[config.mk]
export PLATFORM = sky130hd
export DESIGN_NAME = repeating_timer_table_top
export DESIGN_NICKNAME = d
export VERILOG_FILES = /design/src/rtl/rtt_pkg.sv /design/src/rtl/rtt_cell.sv /design/src/rtl/rtt_head.sv /design/src/rtl/repeating_timer_table_top.sv
export VERILOG_INCLUDE_DIRS = /design/src /design/src/rtl
export SDC_FILE = /design/constraint.sdc
export NUM_CORES = 2
export LEC_CHECK = 0
export BUFFER_PORTS_ARGS = -buffer_cell sky130_fd_sc_hd__clkbuf_2
export CAP_MARGIN = 10
export CORE_MARGIN = 2
export CORE_UTILIZATION = 65
export DETAILED_ROUTE_END_ITERATION = 8
export HOLD_SLACK_MARGIN = 0.03
export PLACE_DENSITY = 0.9
export SKIP_CTS_REPAIR_TIMING = 1
export SYNTH_ARGS = -nofsm -noshare
export SYNTH_HDL_FRONTEND = slang
export SYNTH_SLANG_ARGS = --single-unit
export TNS_END_PERCENT = 10
[constraint.sdc]
create_clock -name clk -period 115.5 [get_ports clk]
set_input_delay 0 -clock clk [delete_from_list [all_inputs] [get_ports clk]]
set_output_delay 0 -clock clk [all_outputs]
set_load 0.02 [all_outputs]
[src/rtl/repeating_timer_table_top_defines.svh]
// Assertion macros for the repeating timer table.
// Used by the top level only; needs clk and rst_n in scope.
`ifndef REPEATING_TIMER_TABLE_TOP_DEFINES_SVH
`define REPEATING_TIMER_TABLE_TOP_DEFINES_SVH

// Implication checked one cycle at a time, masked during reset.
`define RTT_ASSERT_IMP(label, ante, cons, msg) \
  label: assert property (@(posedge clk) disable iff (!rst_n) (ante) |-> (cons)) \
    else $error(msg);

// Implication checked against the following cycle.
`define RTT_ASSERT_NEXT(label, ante, cons, msg) \
  label: assert property (@(posedge clk) disable iff (!rst_n) (ante) |=> (cons)) \
    else $error(msg);

`endif

[src/rtl/rtt_pkg.sv]
// Shared types and constants for the repeating timer table.
// No dependencies.
`default_nettype none
package rtt_pkg;
  localparam int SLOTS = 16;
  localparam int IDX_W = (SLOTS > 1) ? $clog2(SLOTS) : 1;

  typedef enum logic [2:0] {
    CMD_TICK = 3'd0, CMD_ADD = 3'd1, CMD_REMOVE = 3'd2,
    CMD_RESET = 3'd3, CMD_REMOVE_ALL = 3'd4, CMD_QUERY = 3'd5
  } cmd_e_t;

  typedef enum logic [2:0] {
    KIND_FIRED = 3'd0, KIND_ADDED = 3'd1, KIND_REJECTED = 3'd2,
    KIND_MATCH = 3'd3, KIND_DONE = 3'd4
  } kind_e_t;

  // Contents of one timer slot.
  typedef struct packed {
    logic        valid;
    logic [31:0] start;
    logic [31:0] delay;
    logic [31:0] repeats;
  } slot_t;

  // Captured request.
  typedef struct packed {
    logic [2:0]  command;
    logic [31:0] now_ms;
    logic [3:0]  slot;
    logic [31:0] delay_ms;
    logic [31:0] repeat_count;
    logic [31:0] window_ms;
  } req_t;

  // Result of evaluating the head slot.
  typedef struct packed {
    logic        emit;
    logic [2:0]  kind;
    logic [31:0] time_left;
    logic        placed;
  } head_res_t;
endpackage
`default_nettype wire

[src/rtl/rtt_cell.sv]
// One slot of the rotating timer ring: holds a slot and takes its neighbor's on shift.
// Depends on rtt_pkg.
`default_nettype none
module rtt_cell (
  input  wire           clk,
  input  wire           rst_n,
  input  wire           shift,
  input  rtt_pkg::slot_t d_in,
  output rtt_pkg::slot_t q
);
  import rtt_pkg::*;

  logic        valid_r;
  logic [31:0] start_r, delay_r, repeats_r;

  // The valid flag is cleared by reset.
  always_ff @(posedge clk) begin
    if (!rst_n) begin
      valid_r <= 1'b0;
    end else if (shift) begin
      valid_r <= d_in.valid;
    end
  end

  // Timer fields carry no reset.
  always_ff @(posedge clk) begin
    if (shift) begin
      start_r   <= d_in.start;
      delay_r   <= d_in.delay;
      repeats_r <= d_in.repeats;
    end
  end

  assign q = '{valid: valid_r, start: start_r, delay: delay_r, repeats: repeats_r};
endmodule
`default_nettype wire

[src/rtl/rtt_head.sv]
// Applies the current request to the slot at the head of the ring.
// Depends on rtt_pkg.
`default_nettype none
module rtt_head (
  input  rtt_pkg::slot_t     head,
  input  rtt_pkg::req_t      req,
  input  wire [rtt_pkg::IDX_W-1:0] idx,
  input  wire                placed,
  input  wire [31:0]         min_interval,
  output rtt_pkg::slot_t     upd,
  output rtt_pkg::head_res_t res
);
  import rtt_pkg::*;

  logic [31:0] due, left, idx32;
  logic        fire, hit;

  assign due   = head.start + head.delay;
  assign left  = due - req.now_ms;
  assign fire  = head.valid && (req.now_ms >= due);
  assign idx32 = 32'(idx);
  assign hit   = (32'(req.slot) == idx32);

  always_comb begin
    upd = head;
    res = '{emit: 1'b0, kind: KIND_DONE, time_left: 32'd0, placed: placed};
    case (cmd_e_t'(req.command))
      CMD_TICK: begin
        if (fire) begin
          res.emit = 1'b1;
          res.kind = KIND_FIRED;
          if (head.repeats == 32'd1) begin
            upd.valid = 1'b0;
          end else begin
            if (head.repeats != 32'd0) upd.repeats = head.repeats - 32'd1;
            upd.start = req.now_ms;
          end
        end
      end
      CMD_ADD: begin
        if (!placed && !head.valid && req.delay_ms >= min_interval) begin
          upd = '{valid: 1'b1, start: req.now_ms, delay: req.delay_ms,
                  repeats: req.repeat_count};
          res.emit   = 1'b1;
          res.kind   = KIND_ADDED;
          res.placed = 1'b1;
        end
      end
      CMD_REMOVE: begin
        if (hit) upd.valid = 1'b0;
      end
      CMD_RESET: begin
        if (hit && head.valid) upd.start = req.now_ms;
      end
      CMD_REMOVE_ALL: begin
        upd.valid = 1'b0;
      end
      CMD_QUERY: begin
        if (head.valid && (req.window_ms == 32'd0 || left <= req.window_ms)) begin
          res.emit      = 1'b1;
          res.kind      = KIND_MATCH;
          res.time_left = left;
        end
      end
      default: begin
      end
    endcase
  end
endmodule
`default_nettype wire

[src/rtl/repeating_timer_table_top.sv]
// Repeating timer table: a ring of slot cells rotated past one evaluation head.
// Depends on rtt_pkg, rtt_cell, rtt_head and repeating_timer_table_top_defines.svh.
// A request is taken in the idle state, then the ring rotates through every slot in the scan state
// and the done state follows (a rejected add issues the reject first); no new request is taken until done.
// Results are registered after their slot is evaluated; output stalls hold the scan.
// Synchronous active-low reset clears all valid flags and sets min_interval to 50.
`default_nettype none
module repeating_timer_table_top (
  input  wire         clk,
  input  wire         rst_n,
  input  wire         in_valid,
  output logic        in_stall,
  input  wire [2:0]   in_command,
  input  wire [31:0]  in_now_ms,
  input  wire [3:0]   in_slot,
  input  wire [31:0]  in_delay_ms,
  input  wire [31:0]  in_repeat_count,
  input  wire [31:0]  in_window_ms,
  output logic        out_valid,
  input  wire         out_stall,
  output logic [2:0]  out_kind,
  output logic [3:0]  out_slot_id,
  output logic [31:0] out_time_left,
  output logic        out_last,
  input  wire         psel,
  input  wire         penable,
  input  wire         pwrite,
  input  wire [2:0]   paddr,
  input  wire [31:0]  pwdata,
  output logic [31:0] prdata,
  output logic        pready
);
  import rtt_pkg::*;
`include "repeating_timer_table_top_defines.svh"

  typedef enum logic [1:0] {ST_IDLE, ST_SCAN, ST_DONE} state_t;

  state_t          state_r, state_nxt;
  logic [IDX_W-1:0] idx_r, idx_nxt;
  logic            placed_r, placed_nxt;
  req_t            req_r, req_nxt;
  logic [31:0]     min_interval_r, min_interval_nxt;
  logic            out_valid_r, out_valid_nxt, out_last_r, out_last_nxt;
  logic [2:0]      out_kind_r, out_kind_nxt;
  logic [3:0]      out_slot_r, out_slot_nxt;
  logic [31:0]     out_left_r, out_left_nxt, idx32;

  slot_t           ring_q [SLOTS];
  slot_t           head_upd;
  head_res_t       head_res;
  logic            adv, shift, in_acc;

  // Output register may be refilled when empty or being taken.
  assign adv    = !out_valid_r || !out_stall;
  assign shift  = (state_r == ST_SCAN) && adv;
  assign in_acc = in_valid && (state_r == ST_IDLE);
  assign idx32  = 32'(idx_r);

  // Ring of slot cells; the evaluated head re-enters at the tail.
  for (genvar g = 0; g < SLOTS; g++) begin : g_cell
    slot_t d_in;
    if (g == SLOTS - 1) begin : g_tail
      assign d_in = head_upd;
    end else begin : g_mid
      assign d_in = ring_q[g+1];
    end
    rtt_cell u_cell (.clk(clk), .rst_n(rst_n), .shift(shift), .d_in(d_in), .q(ring_q[g]));
  end

  rtt_head u_head (
    .head(ring_q[0]), .req(req_r), .idx(idx_r), .placed(placed_r),
    .min_interval(min_interval_r), .upd(head_upd), .res(head_res)
  );

  // Sequencer, output register and configuration next values.
  always_comb begin
    state_nxt        = state_r;
    idx_nxt          = idx_r;
    placed_nxt       = placed_r;
    req_nxt          = req_r;
    min_interval_nxt = min_interval_r;
    out_valid_nxt    = out_valid_r && out_stall;
    out_kind_nxt     = out_kind_r;
    out_slot_nxt     = out_slot_r;
    out_left_nxt     = out_left_r;
    out_last_nxt     = out_last_r;
    if (psel && penable && pwrite && !paddr[2]) min_interval_nxt = pwdata;
    case (state_r)
      ST_IDLE: begin
        if (in_acc) begin
          req_nxt    = '{command: in_command, now_ms: in_now_ms, slot: in_slot,
                         delay_ms: in_delay_ms, repeat_count: in_repeat_count,
                         window_ms: in_window_ms};
          idx_nxt    = '0;
          placed_nxt = 1'b0;
          state_nxt  = ST_SCAN;
        end
      end
      ST_SCAN: begin
        if (adv) begin
          placed_nxt = head_res.placed;
          if (head_res.emit) begin
            out_valid_nxt = 1'b1;
            out_kind_nxt  = head_res.kind;
            out_slot_nxt  = idx32[3:0];
            out_left_nxt  = head_res.time_left;
            out_last_nxt  = 1'b0;
          end
          if (idx_r == IDX_W'(SLOTS - 1)) begin
            idx_nxt   = '0;
            state_nxt = ST_DONE;
          end else begin
            idx_nxt = idx_r + IDX_W'(1);
          end
        end
      end
      ST_DONE: begin
        if (adv) begin
          out_valid_nxt = 1'b1;
          out_slot_nxt  = 4'd0;
          out_left_nxt  = 32'd0;
          if (cmd_e_t'(req_r.command) == CMD_ADD && !placed_r) begin
            out_kind_nxt = KIND_REJECTED;
            out_last_nxt = 1'b0;
            placed_nxt   = 1'b1;
          end else begin
            out_kind_nxt = KIND_DONE;
            out_last_nxt = 1'b1;
            state_nxt    = ST_IDLE;
          end
        end
      end
      default: state_nxt = ST_IDLE;
    endcase
  end

  // State and registered outputs.
  always_ff @(posedge clk) begin
    if (!rst_n) begin
      state_r        <= ST_IDLE;
      idx_r          <= '0;
      placed_r       <= 1'b0;
      out_valid_r    <= 1'b0;
      min_interval_r <= 32'd50;
    end else begin
      state_r        <= state_nxt;
      idx_r          <= idx_nxt;
      placed_r       <= placed_nxt;
      out_valid_r    <= out_valid_nxt;
      min_interval_r <= min_interval_nxt;
    end
    req_r      <= req_nxt;
    out_kind_r <= out_kind_nxt;
    out_slot_r <= out_slot_nxt;
    out_left_r <= out_left_nxt;
    out_last_r <= out_last_nxt;
  end

  assign in_stall      = (state_r != ST_IDLE);
  assign out_valid     = out_valid_r;
  assign out_kind      = out_kind_r;
  assign out_slot_id   = out_slot_r;
  assign out_time_left = out_left_r;
  assign out_last      = out_last_r;
  assign prdata        = paddr[2] ? 32'd0 : min_interval_r;
  assign pready        = 1'b1;

  // An accepted request always starts a scan.
  `RTT_ASSERT_NEXT(a_acc_scan, in_valid && !in_stall, state_r == ST_SCAN, "request did not start scan")
  // The ring is back in slot order whenever requests are taken.
  `RTT_ASSERT_IMP(a_ring_home, state_r != ST_SCAN, idx_r == '0, "ring left rotated")
  // Only the done item carries last.
  `RTT_ASSERT_IMP(a_last_done, out_valid && out_last, out_kind == KIND_DONE, "last on non-done item")
endmodule
`default_nettype wire

Yosys cells after proc, flatten, opt, wreduce, memory -nomap -nowiden. Cells that the tools add are included. Widths: inputs -> output; s select.

Add/subtract/negate cells: 4. Order comparisons: 3. Eq/ne operators: 19. Mux-type cells: 58. Reductions and logical operators: 32.

Operators with widths (number): $mux 32 (11); $pmux 32 s2 (2); $mux 97 (1); $pmux 32 s3 (1); $ge 32x32->1 (2); $mux 36 (1); $mux 33 (1); $add 32x32->32 (1); $eq 32x1->1 const B (1); $le 32x32->1 (1); $logic_not 32->1 (1); $mux 4 (8); $reduce_bool 32->1 (1); $sub 32x1->32 const B (1); $sub 32x32->32 (1); $pmux 4 s2 (2); $mux 1 (15); $logic_and 1x1->1 (12); $mux 3 (4); $ne 2x2->1 const B (6); $pmux 4 s3 (1); $mux 2 (5); $reduce_and 7->1 (1); $eq 3x2->1 const B (2); other kinds (23) (34).

Flip-flop bits (word level): 1767. Output and inout port bits: 75.

Logic depth before layout (Yosys ltp).
Depth in word-level cells: 10. Gate-level depth with buffers: 34.

Modules after synthesis. From an unflattened synthesis, not the netlist that was laid out.

Cell total of the unflattened synthesis: 3245. Area, all modules: 61921.9 um2.

Modules (own cells, without submodules): rtt_cell (times used 16, cells an instance 100, area each 2926.6 um2, seq. area each 2902.8 um2); rtt_head (times used 1, cells an instance 1184, area each 7706.1 um2, seq. area each 0.0 um2); repeating_timer_table_top (times used 1, cells an instance 461, area each 7390.8 um2, seq. area each 6055.8 um2).

Worst setup path after synthesis. No wires, ideal clock.

Path type: register -> register. Start point: reg state_r[1]. End point: reg g_cell[0].u_cell.delay_r[0], enable pin. Setup time: 2492 ps. Data arrival time: 42386 ps. Required time: 113008 ps. Slack: 70622 ps. Stages on the path, launching flop included: 7. Path buffers: 2. Period minus slack after synthesis: 44878 ps. Cells stage by stage: dfxtp_1 inv_1 ha_1 nand2_1 inv_1 clkbuf_1 buf_1.

Cells in the longest elaborated chain, start to end: 2.

RTL lines: start: declaration (RTL line repeating_timer_table_top.sv:38) `state_t state_r, state_nxt;`; start signal: assignment (RTL line repeating_timer_table_top.sv:146) `state_r <= state_nxt;`; $eq 2x1->1 (RTL line repeating_timer_table_top.sv:55) `assign shift = (state_r == ST_SCAN) && adv;`; $logic_and 1x1->1 (RTL line repeating_timer_table_top.sv:55); net g_cell[0].u_cell.shift (RTL line rtt_cell.sv:7) `input wire shift,`; end signal: assignment (RTL line rtt_cell.sv:29) `delay_r <= d_in.delay;`; end: declaration (RTL line rtt_cell.sv:14) `logic [31:0] start_r, delay_r, repeats_r;`.

The timed path passes the listed nets, and every way through them passes these cells. A chain may end at the register's enable or synchronous reset.

Final worst setup path.
Start point: reg g_cell[0].u_cell.delay_r[0]. End point: reg out_left_r[0] (netlist: out_time_left[0]), enable pin.

Cells in the longest elaborated chain, start to end: 9. Elaborated cells on any way between the ends: 12.

RTL lines: $add 32x32->32 (RTL line rtt_head.sv:18) `assign due = head.start + head.delay;`; $sub 32x32->32 (RTL line rtt_head.sv:19) `assign left = due - req.now_ms;`; net u_head.left[31] (RTL line rtt_head.sv:15) `logic [31:0] due, left, idx32;`; $le 32x32->1 (RTL line rtt_head.sv:59) `if (head.valid && (req.window_ms == 32'd0 || left <= req.window_ms)) begin`; $logic_or 1x1->1 (RTL line rtt_head.sv:59); $logic_and 1x1->1 (RTL line rtt_head.sv:59); $mux 36 (RTL line rtt_head.sv:59); $pmux 4 s3 (RTL line rtt_head.sv:27) `case (cmd_e_t'(req.command))`; $ne 2x2->1 (no source line); $reduce_and 4->1 (no source line); end signal: assignment (RTL line repeating_timer_table_top.sv:155) `out_left_r <= out_left_nxt;`; end: declaration (RTL line repeating_timer_table_top.sv:46) `logic [31:0] out_left_r, out_left_nxt, idx32;`.

The timed path passes the listed nets, and every way through them passes these cells.

==> run metrics <==
status=finished with violations; failing checks=design-rule violations; Max-slew headroom=approximately a tenth; Synth Flop Type=edfxtp_1; RR Endpoint=out_time_left[0]; largest net degree at the start of global routing=about 200; via density per instance=approximately 6.5; PortBufs=approximately 250; Max Cap Viol=0; initial antenna violation count=12; Post-synth ARST share=0%; hold endpoint=req_r[112]; Remaining DRCs=15; Worst Setup End Kind=flip-flop; static leakage=25.8 nW; clk_lat worst skew=about 810 ps; clock sink count=1767; share of post-route cells with drive strength above 1=between 10% and 20%; vias after detailed routing=roughly 35k; ANT nets after route=0; area leader, netlist=edfxtp_1; Critical-path top delay cell=o41ai_1; Initial DRC Count=roughly 6.0k; GR Util All Layers=between 20% and 30%; CTS buffer count=roughly 160; vias in the first global route=approximately 32k; sequential area share after synthesis=a little over four fifths; Routed WL per cell=~30 um; total gr overflow=0; top post-synthesis cells by area=edfxtp_1 83%, ha_1 2.7%, dfxtp_1 1.8%, nand2_1 1.7%, a21oi_1 1.0%; Synth Warn #=0; FF+latch count, synth=about 1.8k; Total Routed Length=~160000 um; critical path class=flip-flop to flip-flop; Die W=314 um; crit-path max cell delay=approximately 890 ps; routability cong.=around 0.9; root buf cell=clkbuf_16; Clock H-tree levels=4; Hold Crit Start=in_now_ms[12]; VDD IR max=roughly 0.028 mV; CP dominant cell by count=a21oi_1; EDFF count, synth=1711; first drt pass iteration count=9; CP arrival=roughly 11000 ps; Yosys top cell area share=a little over 80%; Max clock buf depth=3; nets@finish=4358; Synthesized Nets=approximately 3.6k; area grow syn2layout=18.6%; top-count cell post-synth=edfxtp_1; Power Dens Cells=just over 30 nW/um2; Tot Pwr=between 2 and 2.5 mW; detailed placement HPWL=78900 um; critical path fanouts, max=26; Hold/Removal Path Class=input port to flip-flop; Finished Layout Cells=5444; initial core utilization=65.5%; min cycle time layout=11050 ps; Worst Path Required=115920 ps; worst hold stages=2; Mean Syn Cell Area=~19 um2; clock slew at reported path FFs=about 70 ps; CTS tree=built; top cells by count, synth=1711 x edfxtp_1, 279 x nand2_1, 162 x inv_1; Fin Setup TNS=0 ps; Startpoint Class=flip-flop; setup violators final=0; achievable clock frequency=90.5 MHz; period utilization=9.56%; final core occ=slightly below 80%; Post-Syn Instances=roughly 3.3k; # IOs=about 250; Die ar.=around 98000 um2; Post-Synthesis Cell Area=62300 um2; R2R Setup Slk=104450 ps; family with the most delay on the worst path=compound AO/OA/AOI/OAI gates; RSZ-0062 raised after global routing=no; Final Hold Viols=0; worst reg-to-reg path cell count=33; Slew Viols, Final=0; R2R Path Start=g_cell[0].u_cell.delay_r[0]; CP bufs+invs=2; core area=about 95000 um2; Worst Skew=47.1 ps; placed insts=~4.8k; die height=314 um; first-pass GRT wire length=approximately 200000 um; Netlist cell types=93; slew of the pin with the lowest slew margin=between 1000 and 1500 ps; number of core rows=113
[routing by layer]
layer  track usage, %  share of wire, %  up-vias
met3             6.91                13      834
met2             41.8                46     3309
met5                0             0.045        -
met1             39.2                35    16919
li1                 -                 -    14271
met4             12.4               6.8       10
[cells in the final DEF (no fill, tap or decap), types with 7 or more instances in the layout]
cell type      Yosys  routed
o311ai_0          11      11
and3_1             8       8
or3_1              8       8
nand2_1          279     279
o211ai_1          17      17
o311ai_1          30      30
ha_1             135     135
o21bai_1           9       9
a21o_1            38      38
clkbuf_2           1     248
dlygate4sd3_1      1     372
nand4_1           59      59
edfxtp_1        1711    1711
inv_1            162     161
a221o_1           14      14
o21ai_0           55      55
clkinv_2           0      23
xnor2_1           39      39
nor4_1            24      24
nor3b_1           33      33
dfxtp_1           56      56
xor2_1            24      24
o21a_1            20      20
a21oi_1          126     126
nand3_1           61      61
nand2b_1          13      12
nor2b_1           23      23
nor2_1            99      98
buf_4              4      29
clkbuf_16          0     165
o311a_1           33      33
clkbuf_1          51      35
nor3_1            23      22
clkinvlp_4         0       7
a31oi_1           16      15
clkinv_1           1      32
bufinv_16          0      15
[logic make-up (layout without fill, tap and decap cells)]
logic type,count (synthesis),count (layout),synth area share [%]
other,1,6,0.00602
xor gates and xnor gates,63,63,0.886
muxes,1,1,0.0161
adders and majority gates,137,137,2.78
and+or+nand+nor,663,663,5.16
AOI/OAI and AO/OA,432,432,4.82
buffers and inverters,257,1110,2.01
DFF,1767,1767,84.3
[per-stage QoR]
step / area, um2 / hold WS [ps] / setup WS, ps
floorplan: 62300 / 88.9 / 70620
global placement: 64800 / 178 / 105820
detailed placement: 64800 / 179 / 105570
CTS: 70100 / -657 / 105100
global route: 73800 / 37.9 / 104270
finish: 73800 / 51.8 / 104450
[power by group]
group          switching [mW]  leakage (nW)  internal [mW]  total [mW]
logic                   0.414          6.79          0.171       0.584
clock network           0.248          2.57          0.302       0.550
registers              0.0987          16.4           1.01        1.11
[final cells by class]
class	instances	area (um2)
flip-flops and latches	1767	52500
fillers	4479	21200
multi-input cells	1297	8560
repair buffers	652	5240
clock buffers	205	4330
well taps	1265	1580
clock inverters	90	978
inverters	163	619
diodes	5	12.5
[how the worst max path moves through the flow]
| stage | startpoint | endpoint | slack (ps) | cells after the start |
|---|---|---|---|---|
| 3_5_place_dp | g_cell[0].u_cell.delay_r[0] | out_time_left[0] | 105570 | 33 |
| 5_1_grt | g_cell[0].u_cell.delay_r[0] | out_time_left[10] | 104270 | 33 |
| 2_1_floorplan | state_r[1] | g_cell[0].u_cell.delay_r[0] | 70620 | 6 |
| 4_1_cts | g_cell[0].u_cell.delay_r[0] | out_time_left[9] | 105100 | 33 |
| 6_report | g_cell[0].u_cell.delay_r[0] | out_time_left[0] | 104450 | 33 |
| 3_3_place_gp | g_cell[0].u_cell.delay_r[0] | out_time_left[0] | 105820 | 33 |
[worst register-to-register path, delay by kind of cell (launching register included)]
family	cells	cell delay, ps
adder cells (fa/ha/maj)	3	1090
AO/OA/AOI/OAI	17	5720
buffers and inverters	2	720
AND/OR/NAND/NOR	9	1730
flip-flops	1	560
XOR/XNOR	2	810
[flip-flops by register name (all words and copies together) (netlist names)]
signal and count:
out_kind 3, out_last 1, min_interval_r 32, state_r 2, g_cell.u_cell.start_r 512, g_cell.u_cell.delay_r 512, out_slot_id 4, g_cell.u_cell.repeats_r 512
placed_r 1, out_time_left 32, g_cell.u_cell.valid_r 16, out_valid 1, req_r 135, idx_r 4
Note: power is estimated with default switching activity, not from simulation.
